## src/design/ordered_list_append_delete_macros.svh

```systemverilog
// Assertion helpers for the list datapath.
`ifndef ORDERED_LIST_APPEND_DELETE_MACROS_SVH
`define ORDERED_LIST_APPEND_DELETE_MACROS_SVH

// Consequent must hold in the same cycle as the antecedent.
`define OLAD_ASSERT(lbl, ante, cons, msg) \
   lbl: assert property (@(posedge clock) disable iff (reset) (ante) |-> (cons)) \
      else $error(msg);

// Consequent must hold in the cycle after the antecedent.
`define OLAD_ASSERT_NEXT(lbl, ante, cons, msg) \
   lbl: assert property (@(posedge clock) disable iff (reset) (ante) |=> (cons)) \
      else $error(msg);

`endif

```

## src/design/olad_pkg.sv

```systemverilog
`timescale 1ns / 1ps

package olad_pkg;

   localparam logic [1:0] OP_APPEND = 2'd0;
   localparam logic [1:0] OP_DELETE = 2'd1;
   localparam logic [1:0] OP_DUMP   = 2'd2;

   localparam logic [1:0] STATUS_OK        = 2'd0;
   localparam logic [1:0] STATUS_NOT_FOUND = 2'd1;
   localparam logic [1:0] STATUS_EMPTY     = 2'd2;
   localparam logic [1:0] STATUS_FULL      = 2'd3;

   typedef enum logic [2:0] {
      ST_IDLE,
      ST_DECODE,
      ST_SCAN,
      ST_SHIFT,
      ST_DUMP,
      ST_RESULT
   } state_type;

   typedef enum logic [1:0] {
      RD_ZERO,
      RD_IDX,
      RD_NEXT,
      RD_AFTER
   } rd_sel_type;

   typedef struct packed {
      logic       load_req;
      logic       mem_we;
      logic       wr_shift;
      logic       inc_count;
      logic       dec_count;
      logic       idx_clr;
      logic       idx_inc;
      rd_sel_type rd_sel;
      logic       status_ld;
      logic [1:0] status_val;
      logic       emit;
      logic       emit_dump;
   } cmd_type;

   typedef struct packed {
      logic [1:0] op;
      logic       count_zero;
      logic       full;
      logic       match;
      logic       idx_last;
      logic       idx_pen;
      logic       out_free;
   } sts_type;

endpackage

```

## src/design/olad_ctrl.sv

```systemverilog
`timescale 1ns / 1ps

module olad_ctrl (
   input  logic               clock,
   input  logic               reset,
   input  logic               req_tvalid,
   output logic               req_tready,
   input  olad_pkg::sts_type  sts,
   output olad_pkg::cmd_type  cmd
);

   olad_pkg::state_type state_ff;
   olad_pkg::state_type state_in;

   always_ff @(posedge clock) begin
      if (reset) begin
         state_ff <= olad_pkg::ST_IDLE;
      end else begin
         state_ff <= state_in;
      end
   end

   always_comb begin
      cmd        = '0;
      cmd.rd_sel = olad_pkg::RD_IDX;
      req_tready = 1'b0;
      state_in   = state_ff;
      case (state_ff)
         olad_pkg::ST_IDLE: begin
            req_tready = 1'b1;
            if (req_tvalid) begin
               cmd.load_req = 1'b1;
               state_in     = olad_pkg::ST_DECODE;
            end
         end
         olad_pkg::ST_DECODE: begin
            cmd.status_ld = 1'b1;
            case (sts.op)
               olad_pkg::OP_APPEND: begin
                  if (sts.full) begin
                     cmd.status_val = olad_pkg::STATUS_FULL;
                  end else begin
                     cmd.status_val = olad_pkg::STATUS_OK;
                     cmd.mem_we     = 1'b1;
                     cmd.inc_count  = 1'b1;
                  end
                  state_in = olad_pkg::ST_RESULT;
               end
               olad_pkg::OP_DELETE: begin
                  if (sts.count_zero) begin
                     cmd.status_val = olad_pkg::STATUS_EMPTY;
                     state_in       = olad_pkg::ST_RESULT;
                  end else begin
                     cmd.status_ld = 1'b0;
                     cmd.idx_clr   = 1'b1;
                     cmd.rd_sel    = olad_pkg::RD_ZERO;
                     state_in      = olad_pkg::ST_SCAN;
                  end
               end
               olad_pkg::OP_DUMP: begin
                  if (sts.count_zero) begin
                     cmd.status_val = olad_pkg::STATUS_EMPTY;
                     state_in       = olad_pkg::ST_RESULT;
                  end else begin
                     cmd.status_ld = 1'b0;
                     cmd.idx_clr   = 1'b1;
                     cmd.rd_sel    = olad_pkg::RD_ZERO;
                     state_in      = olad_pkg::ST_DUMP;
                  end
               end
               default: begin
                  cmd.status_val = olad_pkg::STATUS_OK;
                  state_in       = olad_pkg::ST_RESULT;
               end
            endcase
         end
         olad_pkg::ST_SCAN: begin
            if (sts.match) begin
               if (sts.idx_last) begin
                  cmd.dec_count  = 1'b1;
                  cmd.status_ld  = 1'b1;
                  cmd.status_val = olad_pkg::STATUS_OK;
                  state_in       = olad_pkg::ST_RESULT;
               end else begin
                  cmd.rd_sel = olad_pkg::RD_NEXT;
                  state_in   = olad_pkg::ST_SHIFT;
               end
            end else if (sts.idx_last) begin
               cmd.status_ld  = 1'b1;
               cmd.status_val = olad_pkg::STATUS_NOT_FOUND;
               state_in       = olad_pkg::ST_RESULT;
            end else begin
               cmd.idx_inc = 1'b1;
               cmd.rd_sel  = olad_pkg::RD_NEXT;
            end
         end
         olad_pkg::ST_SHIFT: begin
            cmd.mem_we   = 1'b1;
            cmd.wr_shift = 1'b1;
            cmd.idx_inc  = 1'b1;
            cmd.rd_sel   = olad_pkg::RD_AFTER;
            if (sts.idx_pen) begin
               cmd.dec_count  = 1'b1;
               cmd.status_ld  = 1'b1;
               cmd.status_val = olad_pkg::STATUS_OK;
               state_in       = olad_pkg::ST_RESULT;
            end
         end
         olad_pkg::ST_DUMP: begin
            if (sts.out_free) begin
               cmd.emit      = 1'b1;
               cmd.emit_dump = 1'b1;
               cmd.idx_inc   = 1'b1;
               cmd.rd_sel    = olad_pkg::RD_NEXT;
               if (sts.idx_last) begin
                  state_in = olad_pkg::ST_IDLE;
               end
            end
         end
         olad_pkg::ST_RESULT: begin
            if (sts.out_free) begin
               cmd.emit = 1'b1;
               state_in = olad_pkg::ST_IDLE;
            end
         end
         default: begin
            state_in = olad_pkg::ST_IDLE;
         end
      endcase
   end

endmodule

```

## src/design/olad_datapath.sv

```systemverilog
`timescale 1ns / 1ps
`include "ordered_list_append_delete_macros.svh"

module olad_datapath #(
   parameter int LIST_DEPTH = 16
) (
   input  logic               clock,
   input  logic               reset,
   input  logic [1:0]         req_op,
   input  logic signed [31:0] req_key,
   input  olad_pkg::cmd_type  cmd,
   output olad_pkg::sts_type  sts,
   output logic               rsp_valid,
   input  logic               rsp_ready,
   output logic [1:0]         rsp_status,
   output logic signed [31:0] rsp_key,
   output logic [4:0]         rsp_count,
   output logic               rsp_last
);

   localparam int AW = $clog2(LIST_DEPTH);
   localparam int CW = $clog2(LIST_DEPTH + 1);

   logic signed [31:0] mem [LIST_DEPTH];
   logic signed [31:0] rd_data_ff;
   logic [AW-1:0]      rd_addr;
   logic [AW-1:0]      wr_addr;
   logic signed [31:0] wr_data;

   logic [1:0]         op_ff;
   logic signed [31:0] key_ff;
   logic [CW-1:0]      count_ff;
   logic [CW-1:0]      count_in;
   logic [AW-1:0]      idx_ff;
   logic [1:0]         res_status_ff;

   logic               rsp_valid_ff;
   logic [1:0]         rsp_status_ff;
   logic signed [31:0] rsp_key_ff;
   logic [4:0]         rsp_count_ff;
   logic               rsp_last_ff;

   logic [CW:0]        idx_p1;
   logic [CW:0]        idx_p2;
   logic [CW:0]        count_w;
   logic [CW+4:0]      count_ext;
   logic               out_free;

   assign idx_p1    = (CW + 1)'(idx_ff) + (CW + 1)'(1);
   assign idx_p2    = (CW + 1)'(idx_ff) + (CW + 1)'(2);
   assign count_w   = (CW + 1)'(count_ff);
   assign count_ext = (CW + 5)'(count_ff);
   assign out_free  = !rsp_valid_ff || rsp_ready;

   always_comb begin
      case (cmd.rd_sel)
         olad_pkg::RD_ZERO:  rd_addr = '0;
         olad_pkg::RD_IDX:   rd_addr = idx_ff;
         olad_pkg::RD_NEXT:  rd_addr = idx_p1[AW-1:0];
         olad_pkg::RD_AFTER: rd_addr = idx_p2[AW-1:0];
         default:            rd_addr = idx_ff;
      endcase
   end

   assign wr_addr = cmd.wr_shift ? idx_ff : count_ff[AW-1:0];
   assign wr_data = cmd.wr_shift ? rd_data_ff : key_ff;

   always_ff @(posedge clock) begin
      if (cmd.mem_we) begin
         mem[wr_addr] <= wr_data;
      end
      rd_data_ff <= mem[rd_addr];
   end

   always_comb begin
      count_in = count_ff;
      if (cmd.inc_count) begin
         count_in = count_ff + CW'(1);
      end else if (cmd.dec_count) begin
         count_in = count_ff - CW'(1);
      end
   end

   always_ff @(posedge clock) begin
      if (reset) begin
         count_ff     <= '0;
         rsp_valid_ff <= 1'b0;
      end else begin
         count_ff <= count_in;
         if (cmd.emit) begin
            rsp_valid_ff <= 1'b1;
         end else if (rsp_ready) begin
            rsp_valid_ff <= 1'b0;
         end
      end
   end

   always_ff @(posedge clock) begin
      if (cmd.load_req) begin
         op_ff  <= req_op;
         key_ff <= req_key;
      end
      if (cmd.idx_clr) begin
         idx_ff <= '0;
      end else if (cmd.idx_inc) begin
         idx_ff <= idx_p1[AW-1:0];
      end
      if (cmd.status_ld) begin
         res_status_ff <= cmd.status_val;
      end
      if (cmd.emit) begin
         rsp_count_ff <= count_ext[4:0];
         if (cmd.emit_dump) begin
            rsp_status_ff <= olad_pkg::STATUS_OK;
            rsp_key_ff    <= rd_data_ff;
            rsp_last_ff   <= (idx_p1 == count_w);
         end else begin
            rsp_status_ff <= res_status_ff;
            rsp_key_ff    <= '0;
            rsp_last_ff   <= 1'b1;
         end
      end
   end

   assign sts.op         = op_ff;
   assign sts.count_zero = (count_ff == '0);
   assign sts.full       = (count_ff == CW'(LIST_DEPTH));
   assign sts.match      = (rd_data_ff == key_ff);
   assign sts.idx_last   = (idx_p1 == count_w);
   assign sts.idx_pen    = (idx_p2 == count_w);
   assign sts.out_free   = out_free;

   assign rsp_valid  = rsp_valid_ff;
   assign rsp_status = rsp_status_ff;
   assign rsp_key    = rsp_key_ff;
   assign rsp_count  = rsp_count_ff;
   assign rsp_last   = rsp_last_ff;

   `OLAD_ASSERT(a_emit_free, cmd.emit, out_free, "Result overwritten before it was taken.")
   `OLAD_ASSERT_NEXT(a_inc_count, cmd.inc_count,
      count_ff == $past(count_ff) + CW'(1), "Count did not step up after append.")
   `OLAD_ASSERT(a_dec_nonzero, cmd.dec_count, count_ff != '0, "Delete removed a key from an empty list.")
   `OLAD_ASSERT(a_count_bound, 1'b1, count_ff <= CW'(LIST_DEPTH), "Count exceeds the list depth.")

endmodule

```

## src/design/ordered_list_append_delete.sv

```systemverilog
`timescale 1ns / 1ps
// Append and unused operation codes go through the decode and result states and raise one word,
// and the next request is taken once the controller is back in idle.
// Delete scans and then closes the gap one entry per cycle through the single store port:
// its word follows the scan and shift states, and the next request waits until it is issued.
// Dump gives one key per cycle while each word is taken at once; a held response word stalls it.
// Reset clears the key count and the handshake state; stored keys are not cleared.

module ordered_list_append_delete #(
   parameter int LIST_DEPTH = 16
) (
   input  logic        clock,
   input  logic        reset,
   input  logic        req_tvalid,
   output logic        req_tready,
   input  logic [31:0] req_tdata,  // key_value [31:0]
   input  logic [1:0]  req_tuser,  // operation [1:0]
   output logic        rsp_tvalid,
   input  logic        rsp_tready,
   output logic [39:0] rsp_tdata,  // item_key [31:0], entry_count [36:32], zero fill
   output logic [1:0]  rsp_tuser,  // status [1:0]
   output logic        rsp_tlast
);

   olad_pkg::cmd_type  cmd;
   olad_pkg::sts_type  sts;
   logic signed [31:0] rsp_key;
   logic [4:0]         rsp_count;

   olad_ctrl u_ctrl (
      .clock      (clock),
      .reset      (reset),
      .req_tvalid (req_tvalid),
      .req_tready (req_tready),
      .sts        (sts),
      .cmd        (cmd)
   );

   olad_datapath #(
      .LIST_DEPTH (LIST_DEPTH)
   ) u_datapath (
      .clock      (clock),
      .reset      (reset),
      .req_op     (req_tuser),
      .req_key    (req_tdata),
      .cmd        (cmd),
      .sts        (sts),
      .rsp_valid  (rsp_tvalid),
      .rsp_ready  (rsp_tready),
      .rsp_status (rsp_tuser),
      .rsp_key    (rsp_key),
      .rsp_count  (rsp_count),
      .rsp_last   (rsp_tlast)
   );

   assign rsp_tdata = {3'b000, rsp_count, rsp_key};

endmodule
```

## config.mk

```make
export PLATFORM = sky130hd
export DESIGN_NAME = ordered_list_append_delete
export DESIGN_NICKNAME = d
export VERILOG_FILES = /design/src/design/olad_pkg.sv /design/src/design/olad_ctrl.sv /design/src/design/olad_datapath.sv /design/src/design/ordered_list_append_delete.sv
export VERILOG_INCLUDE_DIRS = /design/src /design/src/design
export SDC_FILE = /design/constraint.sdc
export NUM_CORES = 1
export LEC_CHECK = 0
export ABC_AREA = 1
export BUFFER_PORTS_ARGS = -buffer_cell sky130_fd_sc_hd__buf_2
export CAP_MARGIN = 10
export CORE_UTILIZATION = 62
export CTS_CLUSTER_DIAMETER = 60
export DETAILED_ROUTE_END_ITERATION = 12
export PLACE_DENSITY = 0.87
export SYNTH_ARGS = -nofsm -noshare
export SYNTH_HDL_FRONTEND = slang
export SYNTH_HIERARCHICAL = 1
export SYNTH_SLANG_ARGS = --single-unit
```

## constraint.sdc

```tcl
create_clock -name clock -period 5.1 [get_ports clock]
set_clock_uncertainty 0.05 [all_clocks]
set_input_delay 0 -clock clock [delete_from_list [all_inputs] [get_ports clock]]
set_output_delay 0 -clock clock [all_outputs]
set_load 0.01 [all_outputs]
```

==> flow_results.xml <==
<?xml version="1.0" encoding="UTF-8"?>
<metrics>
  <group name="setup_path">
    <metric name="setup.worst_path.start_class" unit="">register</metric>
    <metric name="setup.worst_path.end_class" unit="">register</metric>
    <metric name="max_stage_delay_on_crit_path" unit="ns">0.62</metric>
    <metric name="r2r-end" unit="">u_datapath/rd_data_ff[10]$_DFF_P_</metric>
    <metric name="worst_r2r_startpoint" unit="">u_datapath/idx_ff[2]$_SDFFE_PP0P_</metric>
    <metric name="r2r_slack" unit="ns">0.87</metric>
    <metric name="worst-path-max-fanout" unit="">62</metric>
    <metric name="cp_data_required_time" unit="ns">5.57</metric>
    <metric name="crit_top_cell" unit="">sky130_fd_sc_hd__nand2_1</metric>
    <metric name="timing_worst_setup_path_type" unit="">reg -&gt; reg</metric>
    <metric name="path_cells" unit="">ha_1, inv_1, o21ai_1, nand2_1, nor2_1, inv_1, nand4_1, inv_1, nand2_1, nand2_1, inv_1, o2111ai_1, inv_2, nand3_4, nand2_4, buf_4, nand2_1, nand3_1, nand3_1, nand3_1, nand2_1</metric>
    <metric name="worstPathArrival" unit="ns">4.70</metric>
    <metric name="critical_path.slowest_cell" unit="">sky130_fd_sc_hd__nand2_4</metric>
    <metric name="worst-r2r-cell-count" unit="">21</metric>
  </group>
  <group name="cts">
    <metric name="cts_max_level" unit="">2</metric>
    <metric name="cts_clock_pin_slew_for_the_worst_setup_and_hold_paths" unit="ns">0.06</metric>
    <metric name="cts_tree" unit="">yes</metric>
    <metric name="postCtsSetupRepairBufs" unit="">0</metric>
    <metric name="cts-root-to-sink-buffers" unit="">3</metric>
    <metric name="root_buffer" unit="">sky130_fd_sc_hd__clkbuf_16</metric>
    <metric name="numCtsBuffers" unit="">61</metric>
    <metric name="clock_sink_count" unit="">633</metric>
    <metric name="worstSkewPairLatency" unit="ns">0.65</metric>
  </group>
  <group name="timing">
    <metric name="hold_viol" unit="">0</metric>
    <metric name="final.period_utilization" unit="%">83.0</metric>
    <metric name="fmax" unit="GHz">0.236</metric>
    <metric name="timing_max_transition_violations_final" unit="">0</metric>
    <metric name="fin_crit" unit="ns">4.23</metric>
    <metric name="transition_time_of_the_tightest_slew_check_pin" unit="ns">1.17</metric>
    <metric name="timing.final.setup_violations" unit="">0</metric>
    <metric name="grt_setup_unrepaired" unit="">false</metric>
    <metric name="slew-limit-headroom" unit="%">21.5</metric>
    <metric name="accumulated_negative_setup_slack" unit="ns">0</metric>
  </group>
  <group name="pwr">
    <metric name="leakage" unit="nW">12.9</metric>
    <metric name="p_per_area" unit="nW/µm²">697</metric>
    <metric name="irDropWorstVdd" unit="V">0.000776</metric>
  </group>
  <group name="floorplan">
    <metric name="die_width" unit="µm">212</metric>
    <metric name="rows" unit="">76</metric>
    <metric name="floorplan.initialDensity" unit="%">63.3</metric>
    <metric name="fp.coreArea" unit="µm²">43400</metric>
    <metric name="pin_count" unit="">83</metric>
    <metric name="die_height" unit="µm">212</metric>
    <metric name="die_area" unit="µm²">45100</metric>
  </group>
  <group name="logic_synthesis">
    <metric name="synth-seq-area-share" unit="%">67.6</metric>
    <metric name="asyncSetResetFlopFracSynth" unit="%">0</metric>
    <metric name="dominantRegCellSynth" unit="">sky130_fd_sc_hd__edfxtp_1</metric>
    <metric name="avgSynthCellArea" unit="µm²">10.6</metric>
    <metric name="number_of_unique_standard_cell_types_used_by_synthesis" unit="">36</metric>
    <metric name="yosys_warns" unit="">6</metric>
    <metric name="synthCells" unit="">2600</metric>
    <metric name="number_of_enable_flip_flop_cells_after_synthesis" unit="">588</metric>
    <metric name="post_synthesis_cell_area" unit="µm²">27400</metric>
    <metric name="ys_ff_latch" unit="">633</metric>
  </group>
  <group name="final_layout">
    <metric name="antenna_cells_inserted" unit="">0</metric>
    <metric name="area.growth.synth_to_final" unit="%">12.6</metric>
    <metric name="final_layout_size_suffix_gt1_share" unit="%">10.4</metric>
    <metric name="fill_cells" unit="">2825</metric>
    <metric name="final_cell_area" unit="µm²">30900</metric>
    <metric name="post_layout_net_count" unit="">2736</metric>
  </group>
  <group name="placement">
    <metric name="placement_cell_area" unit="µm²">28500</metric>
    <metric name="numPortBuffers" unit="">79</metric>
    <metric name="routabilityCongestion" unit="">0.922</metric>
    <metric name="hpwl" unit="µm">37300</metric>
  </group>
  <group name="route">
    <metric name="drt_drc_violations_left" unit="">0</metric>
    <metric name="route.detailed.vias_per_inst" unit="">6.04</metric>
    <metric name="vias" unit="">20093</metric>
    <metric name="dr.first_iter.drc_count" unit="">3135</metric>
    <metric name="wl_per_cell" unit="µm">21.6</metric>
    <metric name="detail_route.first_pass.iterations" unit="">7</metric>
    <metric name="drt_wl_total" unit="µm">71800</metric>
    <metric name="ant_nets" unit="">0</metric>
  </group>
  <group name="status">
    <metric name="status" unit="">complete, no violations</metric>
  </group>
  <group name="job">
    <metric name="max_cap_viol_count" unit="">0</metric>
  </group>
  <group name="global_route">
    <metric name="grt_start_max_net_pins" unit="">193</metric>
    <metric name="globalRouteOverflowTotal" unit="">0</metric>
    <metric name="first_global_vias" unit="">19930</metric>
    <metric name="wire_length_of_the_first_global_routing_pass" unit="µm">109000</metric>
    <metric name="grt.total_usage" unit="%">32.4</metric>
    <metric name="initial_antenna_violation_count" unit="">1</metric>
  </group>
  <group name="hold_path">
    <metric name="holdCritPathClass" unit="">in -&gt; reg</metric>
    <metric name="hold_path_startpoint" unit="">req_tdata[21]</metric>
    <metric name="hold-path-cell-count" unit="">2</metric>
    <metric name="worstHoldEndpoint" unit="">u_datapath/key_ff[21]$_DFFE_PP_</metric>
  </group>
</metrics>
metal layers:
layer / up-vias / share of wire [%] / global-route usage [%] / wire length [µm]
met3: 293 / 14 / 6.48 / 9710
met4: 0 / 4.8 / 17.5 / 3470
met1: 9332 / 35 / 42.8 / 25500
li1: 8861 / - / - / -
met2: 1607 / 46 / 50.9 / 33100
met5: - / 0 / 0 / 0
cells in the mapped netlist, types with 14 or more instances:
| library cell | instances | area [µm²] |
|---|---|---|
| sky130_fd_sc_hd__a21oi_1 | 15 | 75.1 |
| sky130_fd_sc_hd__buf_2 | 108 | 541 |
| sky130_fd_sc_hd__clkbuf_1 | 20 | 75.1 |
| sky130_fd_sc_hd__dfxtp_1 | 45 | 901 |
| sky130_fd_sc_hd__edfxtp_1 | 588 | 17700 |
| sky130_fd_sc_hd__inv_1 | 355 | 1330 |
| sky130_fd_sc_hd__mux2_2 | 20 | 225 |
| sky130_fd_sc_hd__nand2_1 | 660 | 2480 |
| sky130_fd_sc_hd__nand3_1 | 610 | 3050 |
| sky130_fd_sc_hd__nor2_1 | 51 | 191 |
| sky130_fd_sc_hd__o21ai_0 | 32 | 160 |
| sky130_fd_sc_hd__xnor2_1 | 14 | 123 |
| sky130_fd_sc_hd__xor2_1 | 16 | 140 |
layout by cell type (no fill, tap or decap), types with 2 or more instances in the layout:
cell type	Yosys	layout
sky130_fd_sc_hd__bufinv_16	0	4
sky130_fd_sc_hd__clkinv_2	0	15
sky130_fd_sc_hd__clkbuf_8	0	6
sky130_fd_sc_hd__o21ai_0	32	28
sky130_fd_sc_hd__mux2_2	20	20
sky130_fd_sc_hd__buf_2	108	79
sky130_fd_sc_hd__clkinvlp_4	0	3
sky130_fd_sc_hd__buf_4	5	40
sky130_fd_sc_hd__nor2_4	1	19
sky130_fd_sc_hd__clkbuf_16	0	62
sky130_fd_sc_hd__inv_2	6	6
sky130_fd_sc_hd__a21oi_4	1	2
sky130_fd_sc_hd__dlygate4sd3_1	0	43
sky130_fd_sc_hd__or2_2	7	7
sky130_fd_sc_hd__nand2_1	660	656
sky130_fd_sc_hd__nor2_1	51	33
sky130_fd_sc_hd__nand2_2	2	4
sky130_fd_sc_hd__ha_1	9	9
sky130_fd_sc_hd__nand2_4	0	2
sky130_fd_sc_hd__nand4_1	7	7
sky130_fd_sc_hd__xor2_1	16	16
sky130_fd_sc_hd__o21ai_1	1	5
sky130_fd_sc_hd__nand3_1	610	609
sky130_fd_sc_hd__conb_1	1	3
sky130_fd_sc_hd__nand3_4	0	2
sky130_fd_sc_hd__clkbuf_1	20	18
sky130_fd_sc_hd__buf_12	0	5
sky130_fd_sc_hd__dfxtp_1	45	45
sky130_fd_sc_hd__nor3_1	3	2
sky130_fd_sc_hd__a21oi_1	15	15
sky130_fd_sc_hd__edfxtp_1	588	588
sky130_fd_sc_hd__inv_1	355	354
sky130_fd_sc_hd__clkinv_1	0	5
sky130_fd_sc_hd__xnor2_1	14	14
area by class of cell:
class                           instances  area (µm²)  area share [%]
Tap cell                              585         732            2.37
Multi-Input combinational cell       1463        7020            22.7
Clock inverter                         31         293           0.948
Inverter                              361        1360            4.40
Sequential cell                       633       18600            60.1
Clock buffer                           85        1690            5.46
Timing Repair Buffer                  168        1240            4.01
worst max-delay path, delay by kind of cell (launching register included):
kind                       cells  cell delay, ns
and+or+nand+nor               12            1.82
buffers and inverters          6            1.00
AOI/OAI and AO/OA              2            0.48
DFF                            1            0.46
adders and majority gates      1            0.25
sequential cells by signal (all words and copies together), names as in the netlist:
register and cells:
u_datapath/op_ff 2, u_datapath/rsp_last 1, u_datapath/idx_ff 4, u_datapath/rd_data_ff 32, u_datapath/key_ff 32, u_datapath/mem 512, u_ctrl/state_ff 3, u_datapath/rsp_status 2
u_datapath/rsp_count 5, u_datapath/rsp_valid 1, u_datapath/rsp_key 32, u_datapath/res_status_ff 2, u_datapath/count_ff 5
stage by stage:
stage / cells / util [%] / hold slack, ns / setup WS, ns / power (mW)
after floorplan: 2602 / - / 0.0191 / 1.22 / 13.9
after global placement: 3165 / 65.6 / 0.127 / 1.19 / 16.3
after CTS: 3324 / 71.2 / 0.000490 / 0.999 / 21.2
final: 3326 / 71.2 / 0.0131 / 0.869 / 21.5
after detailed placement: 3165 / 65.6 / 0.128 / 1.05 / 16.6
after global routing: 3326 / 71.2 / 0.0188 / 0.575 / 22.6
kinds of logic after synthesis:
kind of cell | share of synthesized area, %
xor gates and xnor gates | 1.02
adders and majority gates | 0.483
AOI/OAI and AO/OA | 1.12
buffers and inverters | 7.51
and+or+nand+nor | 21.4
other | 0.0137
DFF | 67.6
muxes | 0.821
where the power goes:
group / switching [mW] / internal [mW] / total [mW] / leakage (nW)
combinational: 7.30 / 2.89 / 10.2 / 6.18
sequential: 0.340 / 6.53 / 6.87 / 5.70
clock: 1.94 / 2.52 / 4.47 / 0.972
total: 9.58 / 11.9 / 21.5 / 12.9
timing repair:
item                                   4_1_cts  5_1_grt
hold buffers                                43        0
gates resized for setup                      0        0
endpoints found under the hold margin       54        0
worst max-delay path by stage:
stage,startpoint,end,slack (ns),depth (start not counted)
2_1_floorplan,u_datapath/rsp_valid$_SDFFE_PP0P_,u_datapath/rsp_count[0]$_DFFE_PP_,1.22,4
3_3_place_gp,u_datapath/idx_ff[2]$_SDFFE_PP0P_,u_datapath/rd_data_ff[5]$_DFF_P_,1.19,21
3_5_place_dp,u_datapath/idx_ff[2]$_SDFFE_PP0P_,u_datapath/rd_data_ff[24]$_DFF_P_,1.05,21
4_1_cts,u_datapath/idx_ff[2]$_SDFFE_PP0P_,u_datapath/rd_data_ff[10]$_DFF_P_,1.0,21
5_1_grt,u_datapath/idx_ff[2]$_SDFFE_PP0P_,u_datapath/rd_data_ff[26]$_DFF_P_,0.58,22
6_report,u_datapath/idx_ff[2]$_SDFFE_PP0P_,u_datapath/rd_data_ff[10]$_DFF_P_,0.87,21
No activity file was read; power rests on OpenSTA's default activity.
